==> src/rtl/core/pnmenc_pkg.sv <==
`timescale 1ns / 1ps
`default_nettype none
// ----------------------------------------------------------------------------
// pnmenc_pkg
// Shared types, character codes and register map of the plain-text raster
// sample encoder.
// ----------------------------------------------------------------------------
package pnmenc_pkg;

  // depth of the item queue between front and back end
  localparam int QUEUE_DEPTH = 4;

  // depth mode codes
  localparam logic [1:0] MODE_BIT   = 2'd0;
  localparam logic [1:0] MODE_DEC8  = 2'd1;
  localparam logic [1:0] MODE_DEC16 = 2'd2;
  localparam logic [1:0] MODE_NONE  = 2'd3;

  localparam logic [1:0] DEPTH_MODE_RESET = MODE_DEC8;

  // register map
  localparam int         ADDR_W         = 3;
  localparam logic       REG_DEPTH_MODE = 1'b0;

  // output characters
  localparam logic [7:0] CH_ZERO  = 8'h30;
  localparam logic [7:0] CH_SPACE = 8'h20;
  localparam logic [7:0] CH_NL    = 8'h0A;

  // classified sample handed from front to back end
  typedef struct packed {
    logic [15:0] value;     // value to print in decimal
    logic [2:0]  top_pos;   // position of the leading digit
    logic        has_text;  // digits and space are written
    logic        line_end;  // newline follows
  } item_t;

  // power of ten for one digit position
  function automatic logic [16:0] pow10(input logic [2:0] pos);
    logic [16:0] p;
    unique case (pos)
      3'd0:    p = 17'd1;
      3'd1:    p = 17'd10;
      3'd2:    p = 17'd100;
      3'd3:    p = 17'd1000;
      3'd4:    p = 17'd10000;
      default: p = 17'd1;
    endcase
    return p;
  endfunction

endpackage
`default_nettype wire

==> src/rtl/core/plain_pnm_sample_text_encoder.sv <==
`timescale 1ns / 1ps
`default_nettype none
// ----------------------------------------------------------------------------
// plain_pnm_sample_text_encoder
// Turns image samples into the characters of a plain-text PNM raster line.
// ----------------------------------------------------------------------------
// Each sample gives its characters on the result side one per cycle while
// the output is popped: the decimal digits (or the single bit character in
// one-bit mode), a space, and a newline when the sample closes a scanline,
// and the character sequencer sets the rate. The front end takes one sample
// per cycle while its queue (QueueDepth words) has room, so the sequencer
// goes from one sample to the next without a gap. A sample in the unused
// depth mode gives only a newline, or no characters at all without line end.
// ----------------------------------------------------------------------------
module plain_pnm_sample_text_encoder import pnmenc_pkg::*; #(
  parameter int QueueDepth = QUEUE_DEPTH
) (
  input  wire logic              clk,
  input  wire logic              rst,
  // configuration
  input  wire logic              psel,
  input  wire logic              penable,
  input  wire logic              pwrite,
  input  wire logic [ADDR_W-1:0] paddr,
  input  wire logic [31:0]       pwdata,
  output logic      [31:0]       prdata,
  output logic                   pready,
  // sample input
  input  wire logic              push,
  output logic                   full,
  input  wire logic [15:0]       sample_value,
  input  wire logic              line_end,
  // character output
  output logic                   empty,
  input  wire logic              pop,
  output logic      [7:0]        text_char,
  output logic                   run_last
);

  logic [1:0] depth_mode;
  logic       q_valid;
  logic       q_pop;
  item_t      q_item;

  // configuration registers
  pnmenc_regs u_regs (
    .clk        (clk),
    .rst        (rst),
    .psel       (psel),
    .penable    (penable),
    .pwrite     (pwrite),
    .paddr      (paddr),
    .pwdata     (pwdata),
    .prdata     (prdata),
    .pready     (pready),
    .depth_mode (depth_mode)
  );

  // sample classification and queue
  pnmenc_front #(
    .QueueDepth (QueueDepth)
  ) u_front (
    .clk          (clk),
    .rst          (rst),
    .depth_mode   (depth_mode),
    .push         (push),
    .sample_value (sample_value),
    .line_end     (line_end),
    .full         (full),
    .q_valid      (q_valid),
    .q_item       (q_item),
    .q_pop        (q_pop)
  );

  // character sequencer
  pnmenc_back u_back (
    .clk       (clk),
    .rst       (rst),
    .q_valid   (q_valid),
    .q_item    (q_item),
    .q_pop     (q_pop),
    .empty     (empty),
    .pop       (pop),
    .text_char (text_char),
    .run_last  (run_last)
  );

  // a newline always closes the sample
  a_nl_is_last: assert property (@(posedge clk) disable iff (rst)
    (!empty && (text_char == CH_NL)) |-> run_last)
    else $error("newline not flagged as last character");

  // the last character of a sample is a separator
  a_last_is_sep: assert property (@(posedge clk) disable iff (rst)
    (!empty && run_last) |-> ((text_char == CH_SPACE) || (text_char == CH_NL)))
    else $error("last character is not a separator");

  // queue drains on the sequencer side only when it holds a word
  a_pop_valid: assert property (@(posedge clk) disable iff (rst)
    q_pop |-> q_valid)
    else $error("queue read while empty");

endmodule
`default_nettype wire

==> src/rtl/core/pnmenc_regs.sv <==
`timescale 1ns / 1ps
`default_nettype none
// ----------------------------------------------------------------------------
// pnmenc_regs
// APB-style configuration register block holding the depth mode.
// ----------------------------------------------------------------------------
module pnmenc_regs import pnmenc_pkg::*; (
  input  wire logic              clk,
  input  wire logic              rst,
  input  wire logic              psel,
  input  wire logic              penable,
  input  wire logic              pwrite,
  input  wire logic [ADDR_W-1:0] paddr,
  input  wire logic [31:0]       pwdata,
  output logic      [31:0]       prdata,
  output logic                   pready,
  output logic      [1:0]        depth_mode
);

  logic reg_index;
  logic wr_en;

  // word index from the byte address
  assign reg_index = paddr[2];
  assign pready    = 1'b1;
  assign wr_en     = psel && penable && pwrite && pready;

  // depth mode register
  always_ff @(posedge clk) begin
    if (rst) begin
      depth_mode <= DEPTH_MODE_RESET;
    end else if (wr_en && (reg_index == REG_DEPTH_MODE)) begin
      depth_mode <= pwdata[1:0];
    end
  end

  // read mux
  always_comb begin
    prdata = '0;
    if (reg_index == REG_DEPTH_MODE) begin
      prdata = {30'd0, depth_mode};
    end
  end

endmodule
`default_nettype wire

==> src/rtl/core/pnmenc_front.sv <==
`timescale 1ns / 1ps
`default_nettype none
// ----------------------------------------------------------------------------
// pnmenc_front
// Accepts samples, classifies them by depth mode and digit count, and queues
// them for the character sequencer.
// ----------------------------------------------------------------------------
module pnmenc_front import pnmenc_pkg::*; #(
  parameter int QueueDepth = QUEUE_DEPTH
) (
  input  wire logic        clk,
  input  wire logic        rst,
  input  wire logic [1:0]  depth_mode,
  input  wire logic        push,
  input  wire logic [15:0] sample_value,
  input  wire logic        line_end,
  output logic             full,
  output logic             q_valid,
  output item_t            q_item,
  input  wire logic        q_pop
);

  localparam int PtrW = (QueueDepth > 1) ? $clog2(QueueDepth) : 1;
  localparam int CntW = $clog2(QueueDepth + 1);

  item_t            slots [QueueDepth];
  logic [PtrW-1:0]  head;
  logic [PtrW-1:0]  tail;
  logic [CntW-1:0]  count;
  item_t            cls;
  logic [15:0]      dec_value;
  logic [2:0]       dec_pos;
  logic             accept;
  logic             wr;

  // value seen in decimal modes and its leading digit position
  always_comb begin
    dec_value = (depth_mode == MODE_DEC16) ? sample_value : {8'd0, sample_value[7:0]};
    if (dec_value >= 16'd10000) begin
      dec_pos = 3'd4;
    end else if (dec_value >= 16'd1000) begin
      dec_pos = 3'd3;
    end else if (dec_value >= 16'd100) begin
      dec_pos = 3'd2;
    end else if (dec_value >= 16'd10) begin
      dec_pos = 3'd1;
    end else begin
      dec_pos = 3'd0;
    end
  end

  // classify: a one-bit sample is a single decimal digit 0 or 1
  always_comb begin
    cls.line_end = line_end;
    unique case (depth_mode) inside
      MODE_BIT: begin
        cls.value    = {15'd0, (sample_value[7:0] == 8'd0)};
        cls.top_pos  = 3'd0;
        cls.has_text = 1'b1;
      end
      MODE_DEC8, MODE_DEC16: begin
        cls.value    = dec_value;
        cls.top_pos  = dec_pos;
        cls.has_text = 1'b1;
      end
      default: begin
        cls.value    = '0;
        cls.top_pos  = 3'd0;
        cls.has_text = 1'b0;
      end
    endcase
  end

  // items that make no character are dropped here
  assign accept  = push && !full;
  assign wr      = accept && (cls.has_text || cls.line_end);
  assign full    = (count == CntW'(QueueDepth));
  assign q_valid = (count != '0);
  assign q_item  = slots[head];

  // queue storage
  always_ff @(posedge clk) begin
    if (wr) begin
      slots[tail] <= cls;
    end
  end

  // queue pointers and fill count
  always_ff @(posedge clk) begin
    if (rst) begin
      head  <= '0;
      tail  <= '0;
      count <= '0;
    end else begin
      if (wr) begin
        tail <= (tail == PtrW'(QueueDepth - 1)) ? '0 : tail + 1'b1;
      end
      if (q_pop) begin
        head <= (head == PtrW'(QueueDepth - 1)) ? '0 : head + 1'b1;
      end
      case ({wr, q_pop})
        2'b10:   count <= count + 1'b1;
        2'b01:   count <= count - 1'b1;
        default: count <= count;
      endcase
    end
  end

endmodule
`default_nettype wire

==> src/rtl/core/pnmenc_back.sv <==
`timescale 1ns / 1ps
`default_nettype none
// ----------------------------------------------------------------------------
// pnmenc_back
// Character sequencer: writes the digits of one queued item most significant
// first, then the space and, at a line end, the newline, one character per
// cycle into the output register while it is free or popped.
// ----------------------------------------------------------------------------
module pnmenc_back import pnmenc_pkg::*; (
  input  wire logic       clk,
  input  wire logic       rst,
  input  wire logic       q_valid,
  input  wire item_t      q_item,
  output logic            q_pop,
  output logic            empty,
  input  wire logic       pop,
  output logic [7:0]      text_char,
  output logic            run_last
);

  typedef enum logic [1:0] {
    PH_IDLE,
    PH_DIGIT,
    PH_SPACE,
    PH_NL
  } phase_t;

  phase_t      state;
  logic        out_valid;
  logic [15:0] rem;
  logic [2:0]  pos;
  logic        nl;
  logic [16:0] pw;
  logic [16:0] thr;
  logic [16:0] sub;
  logic [3:0]  dig;
  logic [7:0]  ch;
  logic        lst;
  logic        adv;
  logic        emit;
  logic        done;
  logic        load;

  // current digit by compare against the multiples of the position weight
  always_comb begin
    pw  = pow10(pos);
    dig = 4'd0;
    sub = '0;
    thr = '0;
    for (int j = 1; j <= 9; j++) begin
      thr = 17'(pw * 17'(j));
      if ({1'b0, rem} >= thr) begin
        dig = 4'(j);
        sub = thr;
      end
    end
  end

  // character for the current phase
  always_comb begin
    case (state)
      PH_DIGIT: begin
        ch  = CH_ZERO + {4'd0, dig};
        lst = 1'b0;
      end
      PH_SPACE: begin
        ch  = CH_SPACE;
        lst = !nl;
      end
      PH_NL: begin
        ch  = CH_NL;
        lst = 1'b1;
      end
      default: begin
        ch  = CH_SPACE;
        lst = 1'b0;
      end
    endcase
  end

  // next item loads in the cycle the last character of this one goes out
  assign adv   = !out_valid || pop;
  assign emit  = (state != PH_IDLE) && adv;
  assign done  = emit && lst;
  assign load  = q_valid && ((state == PH_IDLE) || done);
  assign q_pop = load;
  assign empty = !out_valid;

  // sequencer state and output register
  always_ff @(posedge clk) begin
    if (rst) begin
      state     <= PH_IDLE;
      out_valid <= 1'b0;
    end else begin
      if (emit) begin
        out_valid <= 1'b1;
        text_char <= ch;
        run_last  <= lst;
      end else if (pop) begin
        out_valid <= 1'b0;
      end

      if (load) begin
        state <= q_item.has_text ? PH_DIGIT : PH_NL;
        rem   <= q_item.value;
        pos   <= q_item.top_pos;
        nl    <= q_item.line_end;
      end else if (emit) begin
        unique case (state)
          PH_DIGIT: begin
            rem <= rem - sub[15:0];
            if (pos == 3'd0) begin
              state <= PH_SPACE;
            end else begin
              pos <= pos - 1'b1;
            end
          end
          PH_SPACE: state <= nl ? PH_NL : PH_IDLE;
          PH_NL:    state <= PH_IDLE;
          default:  state <= PH_IDLE;
        endcase
      end
    end
  end

endmodule
`default_nettype wire
==> config.mk <==
export PLATFORM = sky130hd
export DESIGN_NAME = plain_pnm_sample_text_encoder
export DESIGN_NICKNAME = d
export VERILOG_FILES = /design/src/rtl/core/pnmenc_pkg.sv /design/src/rtl/core/plain_pnm_sample_text_encoder.sv /design/src/rtl/core/pnmenc_regs.sv /design/src/rtl/core/pnmenc_front.sv /design/src/rtl/core/pnmenc_back.sv
export SDC_FILE = /design/constraint.sdc
export NUM_CORES = 1
export LEC_CHECK = 0
export BUFFER_PORTS_ARGS = -buffer_cell sky130_fd_sc_hd__buf_2
export CAP_MARGIN = 15
export CORE_ASPECT_RATIO = 2
export CORE_MARGIN = 1
export CORE_UTILIZATION = 52
export DETAILED_ROUTE_END_ITERATION = 8
export PLACE_DENSITY = 0.71
export SLEW_MARGIN = 20
export SYNTH_ARGS = -nofsm -noshare
export SYNTH_HDL_FRONTEND = slang
export SYNTH_SLANG_ARGS = --single-unit
export TNS_END_PERCENT = 20
==> constraint.sdc <==
create_clock -name clk -period 10.62 [get_ports clk]
set_input_delay 2.124 -clock clk [delete_from_list [all_inputs] [get_ports clk]]
set_output_delay 2.124 -clock clk [all_outputs]
set_load 0.05 [all_outputs]
==> impl_metrics.tcl, run 1 <==
set metrics [dict create \
    yosysWarnings 0 \
    initial_core_util 0.5292 \
    crit_path_end_kind "flop" \
    setup_viol 0 \
    slowest_delay_ns 0.68 \
    grt_pass1_vias 8783 \
    synth_edf_count 111 \
    required_ns 10.81 \
    gp_congestion 0.9822 \
    syn_area_per_cell_um2 9.953 \
    viasPerCell 6.136 \
    yosysMostFrequentCell "ha_1" \
    yosysTopAreaCell "edfxtp_1" \
    wl_per_cell_um 22.54 \
    critical_path_arrival_ns 9.64 \
    ff_latch_area_um2 3613 \
    drcViolationCount 0 \
    finalHoldViolCount 0 \
    crit_slowest_cell "nor4_1" \
    antenna_found_initial 0 \
    rsz0062_at_grt "no" \
    tightestPinTransition_ns 1.060 \
    relSlewSlack 0.2921 \
    worst_slack_ns 1.167 \
    htreeDepth 4 \
    clk_latency_ns 0.47 \
    fin_setup_tns_ns 0 \
    clk_path_buf_depth 3 \
    port_buffers 37 \
    dieWidth_um 104.0 \
    wirelength_mm 31.96 \
    drive_above_1_share 0.1050 \
    yosysTopAreaCellShare 0.3078 \
    syn_inst 1088 \
    min_path_type "reg -> reg" \
    crit_path_start_kind "flop" \
    synth_top_flop_cell "edfxtp_1" \
    cts_sinks 125 \
    final_nets 1382 \
    crit_top_cell "a21oi_1" \
    cts_tree "yes" \
    cts_resized 0 \
    core.rowCount 74 \
    netlist_area_um2 10830 \
    critPathMaxFanout 8 \
    detail-route-antenna-nets 0 \
    grt_pass1_wl_mm 48.73 \
    drt_iter0_drc 339 \
    status "completed" \
    synth_seq_cells 125 \
    post_cts_buffers 0 \
    n_fill_cell 1743 \
    dpl.hpwl_mm 25.05 \
    synth_cell_types 78 \
    synthTopCellsByArea "edfxtp_1 31%, ha_1 19%, mux4_2 4.4%" \
    grt_usage 0.3067 \
    clkTransAtPathRegs_ns 0.05 \
    cts_hold_buf 0 \
    io_pins 103 \
    vias 8701 \
    synth_common_cells "166 x ha_1, 111 x edfxtp_1, 85 x a21oi_1" \
    area_delta_synth_final_pct 10.49 \
    period_needed_ns 9.453 \
    dp_slack_ns 1.224 \
    clock_skew_ns 0.01857 \
    die_h_um 206.1 \
    finalCritPeriodShare 0.8901 \
    async_flop_share 0 \
    grt.overflow.total 0 \
    cts-buffers-inserted 25 \
    root_buffer "clkbuf_16" \
    multiInputGateArea_um2 6771 \
    drv_cap 0 \
    grt_max_degree 34 \
    core-area_um2 20460 \
    slew_viol_final 0 \
    critical_path_class "reg -> reg" \
    firstDrtPassIters 5 \
    yosysSeqAreaShare 0.3337 \
    diodes 0 \
    die_area_um2 21440 \
    fmax_ghz 0.1058 \
]
## placed cells by master (no fill, tap or decap), drive strengths merged, types with 7 or more instances in the layout
| cell | netlist | layout |
|---|---|---|
| a211o | 9 | 9 |
| a211oi | 14 | 14 |
| a21o | 30 | 30 |
| a21oi | 86 | 86 |
| a31oi | 15 | 15 |
| and2 | 24 | 24 |
| buf | 42 | 58 |
| clkbuf | 20 | 30 |
| conb | 2 | 38 |
| dfxtp | 14 | 14 |
| edfxtp | 111 | 111 |
| fa | 10 | 10 |
| ha | 166 | 166 |
| inv | 61 | 61 |
| mux4 | 21 | 21 |
| nand2 | 65 | 65 |
| nand2b | 19 | 19 |
| nand3 | 18 | 18 |
| nand4 | 12 | 12 |
| nor2 | 76 | 76 |
| nor2b | 15 | 15 |
| nor3 | 24 | 24 |
| o211ai | 7 | 7 |
| o21a | 11 | 11 |
| o21ai | 63 | 63 |
| o21bai | 7 | 7 |
| o31ai | 12 | 12 |
| or3 | 7 | 7 |
| xnor2 | 23 | 23 |
| xor2 | 16 | 16 |
## area by class of cell
class | instances | area share
Inverter | 62 | 0.01945
Sequential cell | 125 | 0.3020
Multi-Input combinational cell | 875 | 0.5659
Timing Repair Buffer | 58 | 0.02865
Clock buffer | 30 | 0.05553
Tap cell | 266 | 0.02782
Clock inverter | 2 | 0.0006274
## layer usage
layer  routed length [um]  share of wire  GRT usage  vias to the layer above
li1                     -              -          -                     4160
met1                10190           0.32     0.2728                     4089
met2                17160           0.54     0.5807                      309
met3                 1127          0.035    0.03343                      143
met4                 3485           0.11     0.3122                        0
met5                    0              0          0                        -
## worst max-delay path, delay by kind of cell, from the launching register on
family	cells	cell delay, ns
and+or+nand+nor	9	2.36
DFF	1	0.43
xor gates and xnor gates	2	0.35
buffers and inverters	4	0.60
AOI/OAI and AO/OA	16	3.08
adders and majority gates	6	2.36
## sequential cells by signal, indices dropped and copies added (netlist names), named ones only
signal / cells
u_back.nl: 1
u_back.out_valid: 1
u_back.pos: 3
u_back.rem: 16
u_back.run_last: 1
u_back.state: 2
u_back.text_char: 6
u_front.count: 3
u_front.head: 2
u_front.slots: 84
u_front.tail: 2
u_regs.depth_mode: 2
## worst paths after layout
path                            slack (ns)              endpoint                 start  cells after the start
worst max-delay path                  1.17        u_back.rem[14]         u_back.pos[0]                     37
worst min register to register        0.51  u_regs.depth_mode[0]  u_regs.depth_mode[0]                      1
worst min-delay path                  0.51  u_regs.depth_mode[0]  u_regs.depth_mode[0]                      1
worst max register to register        1.17        u_back.rem[14]         u_back.pos[0]                     37
## logic make-up after synthesis
logic type | synth area share
AOI/OAI and AO/OA | 0.1875
and+or+nand+nor | 0.1302
adders and majority gates | 0.2112
DFF | 0.3337
buffers and inverters | 0.05569
xor gates and xnor gates | 0.03362
muxes | 0.04737
other | 0.0006935
## stage by stage
step	cell area, um^2	hold WS (ns)	instances	utilization
6_report	11970	0.5117	1418	0.5848
4_1_cts	11960	0.5164	1418	0.5845
2_1_floorplan	10960	0.4541	1124	-
3_3_place_gp	11290	0.4629	1386	0.5517
5_1_grt	11970	0.5370	1418	0.5848
3_5_place_dp	11290	0.4782	1386	0.5517
Power of run 1 is left out: the tool's default activity adds up to more than one toggle a clock period on the data nets, which glitch-free logic cannot reach.
==> run 2: changes to the inputs <==
CELL_PAD_IN_SITES_DETAIL_PLACEMENT = 2   (was not set)
CELL_PAD_IN_SITES_GLOBAL_PLACEMENT = 2   (was not set)
CORE_UTILIZATION = 40   (was 52)
PLACE_DENSITY = not set   (was 0.71)
PLACE_DENSITY_LB_ADDON = 0.1   (was not set)
SYNTH_HIERARCHICAL = 1   (was not set)
==> run 2 against run 1 <==
Effect of this change: first-iteration DRC count down 8.6%; cell count is 6.8% higher; die area up 32%; worst hold slack better by 0.012 ns; register-to-register slack improved by 0.59 ns; via count rose by 7.2%; core utilization is 13 points lower; clock skew down 0.0079 ns; routed wire length grew 35%.
==> impl_metrics.tcl, run 2 <==
set metrics [dict create \
    status "completed" \
    yosysTopAreaCell "edfxtp_1" \
    period_needed_ns 8.867 \
    critical_path_class "reg -> reg" \
    cts_resized 0 \
    io_pins 103 \
    root_buffer "clkbuf_16" \
    top_register "u_front/slots" \
    wirelength_mm 43.24 \
    slowest_delay_ns 0.61 \
    whs_ns 0.5235 \
    crit_path_start_kind "flop" \
    finalHoldViolCount 0 \
    yosysWarnings 6 \
    dpl_cell_area_um2 11590 \
    cts_sinks 125 \
    yosysMostFrequentCell "ha_1" \
    synth_top_flop_cell "edfxtp_1" \
    area_delta_synth_final_pct 10.27 \
    vias 9325 \
    rsz0062_at_grt "no" \
    clock_skew_ns 0.01071 \
    syn_inst 1107 \
    relSlewSlack 0.2427 \
    yosysSeqAreaShare 0.3263 \
    synthTopCellsByArea "edfxtp_1 30%, ha_1 19%, mux4_2 4.3%" \
    min_path_type "reg -> reg" \
    diodes 0 \
    die_area_um2 28400 \
    critPathMaxFanout 22 \
    crit_slowest_cell "inv_1" \
    cts-buffers-inserted 17 \
    netlist_area_um2 11070 \
    dpl.hpwl_mm 33.81 \
    drcViolationCount 0 \
    firstDrtPassIters 4 \
    clk_latency_ns 0.43 \
    clk_path_buf_depth 2 \
    cts_tree "yes" \
    final_nets 1390 \
    required_ns 10.79 \
    die_h_um 237.3 \
    largest_reg_flops 84 \
    gp_congestion 0.9880 \
    core-area_um2 27010 \
    finalCritPeriodShare 0.8350 \
    wl_per_cell_um 28.56 \
    crit_path_end_kind "flop" \
    fmax_ghz 0.1128 \
    synth_seq_cells 125 \
    n_fill_cell 2917 \
    post_cts_buffers 0 \
    port_buffers 37 \
    dieWidth_um 119.7 \
    clkTransAtPathRegs_ns 0.06 \
    grt_usage 0.3135 \
    slew_viol_final 0 \
    final_cell_mix "168 x ha_1, 111 x edfxtp_1, 93 x a21oi_1" \
    async_flop_share 0 \
    htreeDepth 4 \
    setup_viol 0 \
    grt_max_degree 31 \
    yosysTopAreaCellShare 0.3010 \
    synth_common_cells "168 x ha_1, 111 x edfxtp_1, 93 x a21oi_1" \
    final_cell_area_um2 12210 \
    antenna_found_initial 1 \
    viasPerCell 6.159 \
    utilization 0.4521 \
    final_common_cell "ha_1" \
    tightestPinTransition_ns 1.134 \
    grt.overflow.total 0 \
    grt_pass1_vias 10736 \
    cts_hold_buf 0 \
    fin_setup_tns_ns 0 \
    crit_top_cell "ha_1" \
    detail-route-antenna-nets 0 \
    drv_cap 0 \
    core.rowCount 85 \
    grt_pass1_wl_mm 64.06 \
    reg_top3 "u_front/slots (84), u_back/rem (16), u_back/text_char (6)" \
    synth_cell_types 95 \
    initial_core_util 0.4100 \
    critical_path_arrival_ns 9.04 \
    synth_edf_count 111 \
    drt_iter0_drc 310 \
    drive_above_1_share 0.1329 \
    syn_area_per_cell_um2 10.00 \
]
## run 2: changes by cell type after synthesis, moves of 7 or more
cell	before	now
a21o_1	30	19
a21oi_1	85	93
o31ai_1	12	5
o21ai_0	40	48
buf_2	5	12
o211ai_1	7	15
o21ai_1	23	5
## run 2: critical path, delay by kind of cell, from the launching register on
family / cells / cell delay [ns]
AOI/OAI and AO/OA: 15 / 3.15
buffers and inverters: 4 / 1.23
DFF: 1 / 0.43
xor gates and xnor gates: 2 / 0.37
and+or+nand+nor: 6 / 1.39
adders and majority gates: 5 / 2.00
## run 2: layer usage
metal / vias to the layer above / GRT usage / share of wire
met5: - / 0 / 0
met4: 0 / 0.2606 / 0.086
met3: 156 / 0.04079 / 0.026
met2: 241 / 0.6260 / 0.57
met1: 4732 / 0.2627 / 0.31
li1: 4196 / - / -
## run 2: cell families (layout without fill, tap and decap cells)
family                     Yosys count  in the layout  synth area share
buffers and inverters              127            152           0.05660
muxes                               27             27           0.04813
AOI/OAI and AO/OA                  298            298            0.1794
other                                4             38          0.001355
xor gates and xnor gates            36             36           0.02847
adders and majority gates          178            178            0.2079
DFF                                125            125            0.3263
and+or+nand+nor                    312            312            0.1518
## run 2: worst paths after layout
| kind | from | endpoint | slack [ns] | cells past startpoint |
|---|---|---|---|---|
| max | u_back/pos[1] | u_back/rem[15] | 1.75 | 32 |
| min reg2reg | u_front/count[2] | u_front/count[2] | 0.52 | 2 |
| min | u_front/count[2] | u_front/count[2] | 0.52 | 2 |
| max reg2reg | u_back/pos[1] | u_back/rem[15] | 1.75 | 32 |
## run 2: layout make-up
type                       count  area [um^2]  share of cell area
inverter                      61        229.0             0.01875
clock buffer                  17        425.4             0.03484
clock inverter                15        187.7             0.01537
multi-input combinational    889         6970              0.5708
sequential                   125         3613              0.2959
tap                          348        435.4             0.03566
timing repair buffer          59        350.3             0.02869
## run 2: through the flow
stage / setup slack (ns) / instances
floorplan: 3.347 / 1141
global placement: 1.973 / 1482
detailed placement: 1.881 / 1482
CTS: 1.815 / 1514
global route: 1.385 / 1514
finish: 1.753 / 1514
Power of run 2 is left out for the same reason.
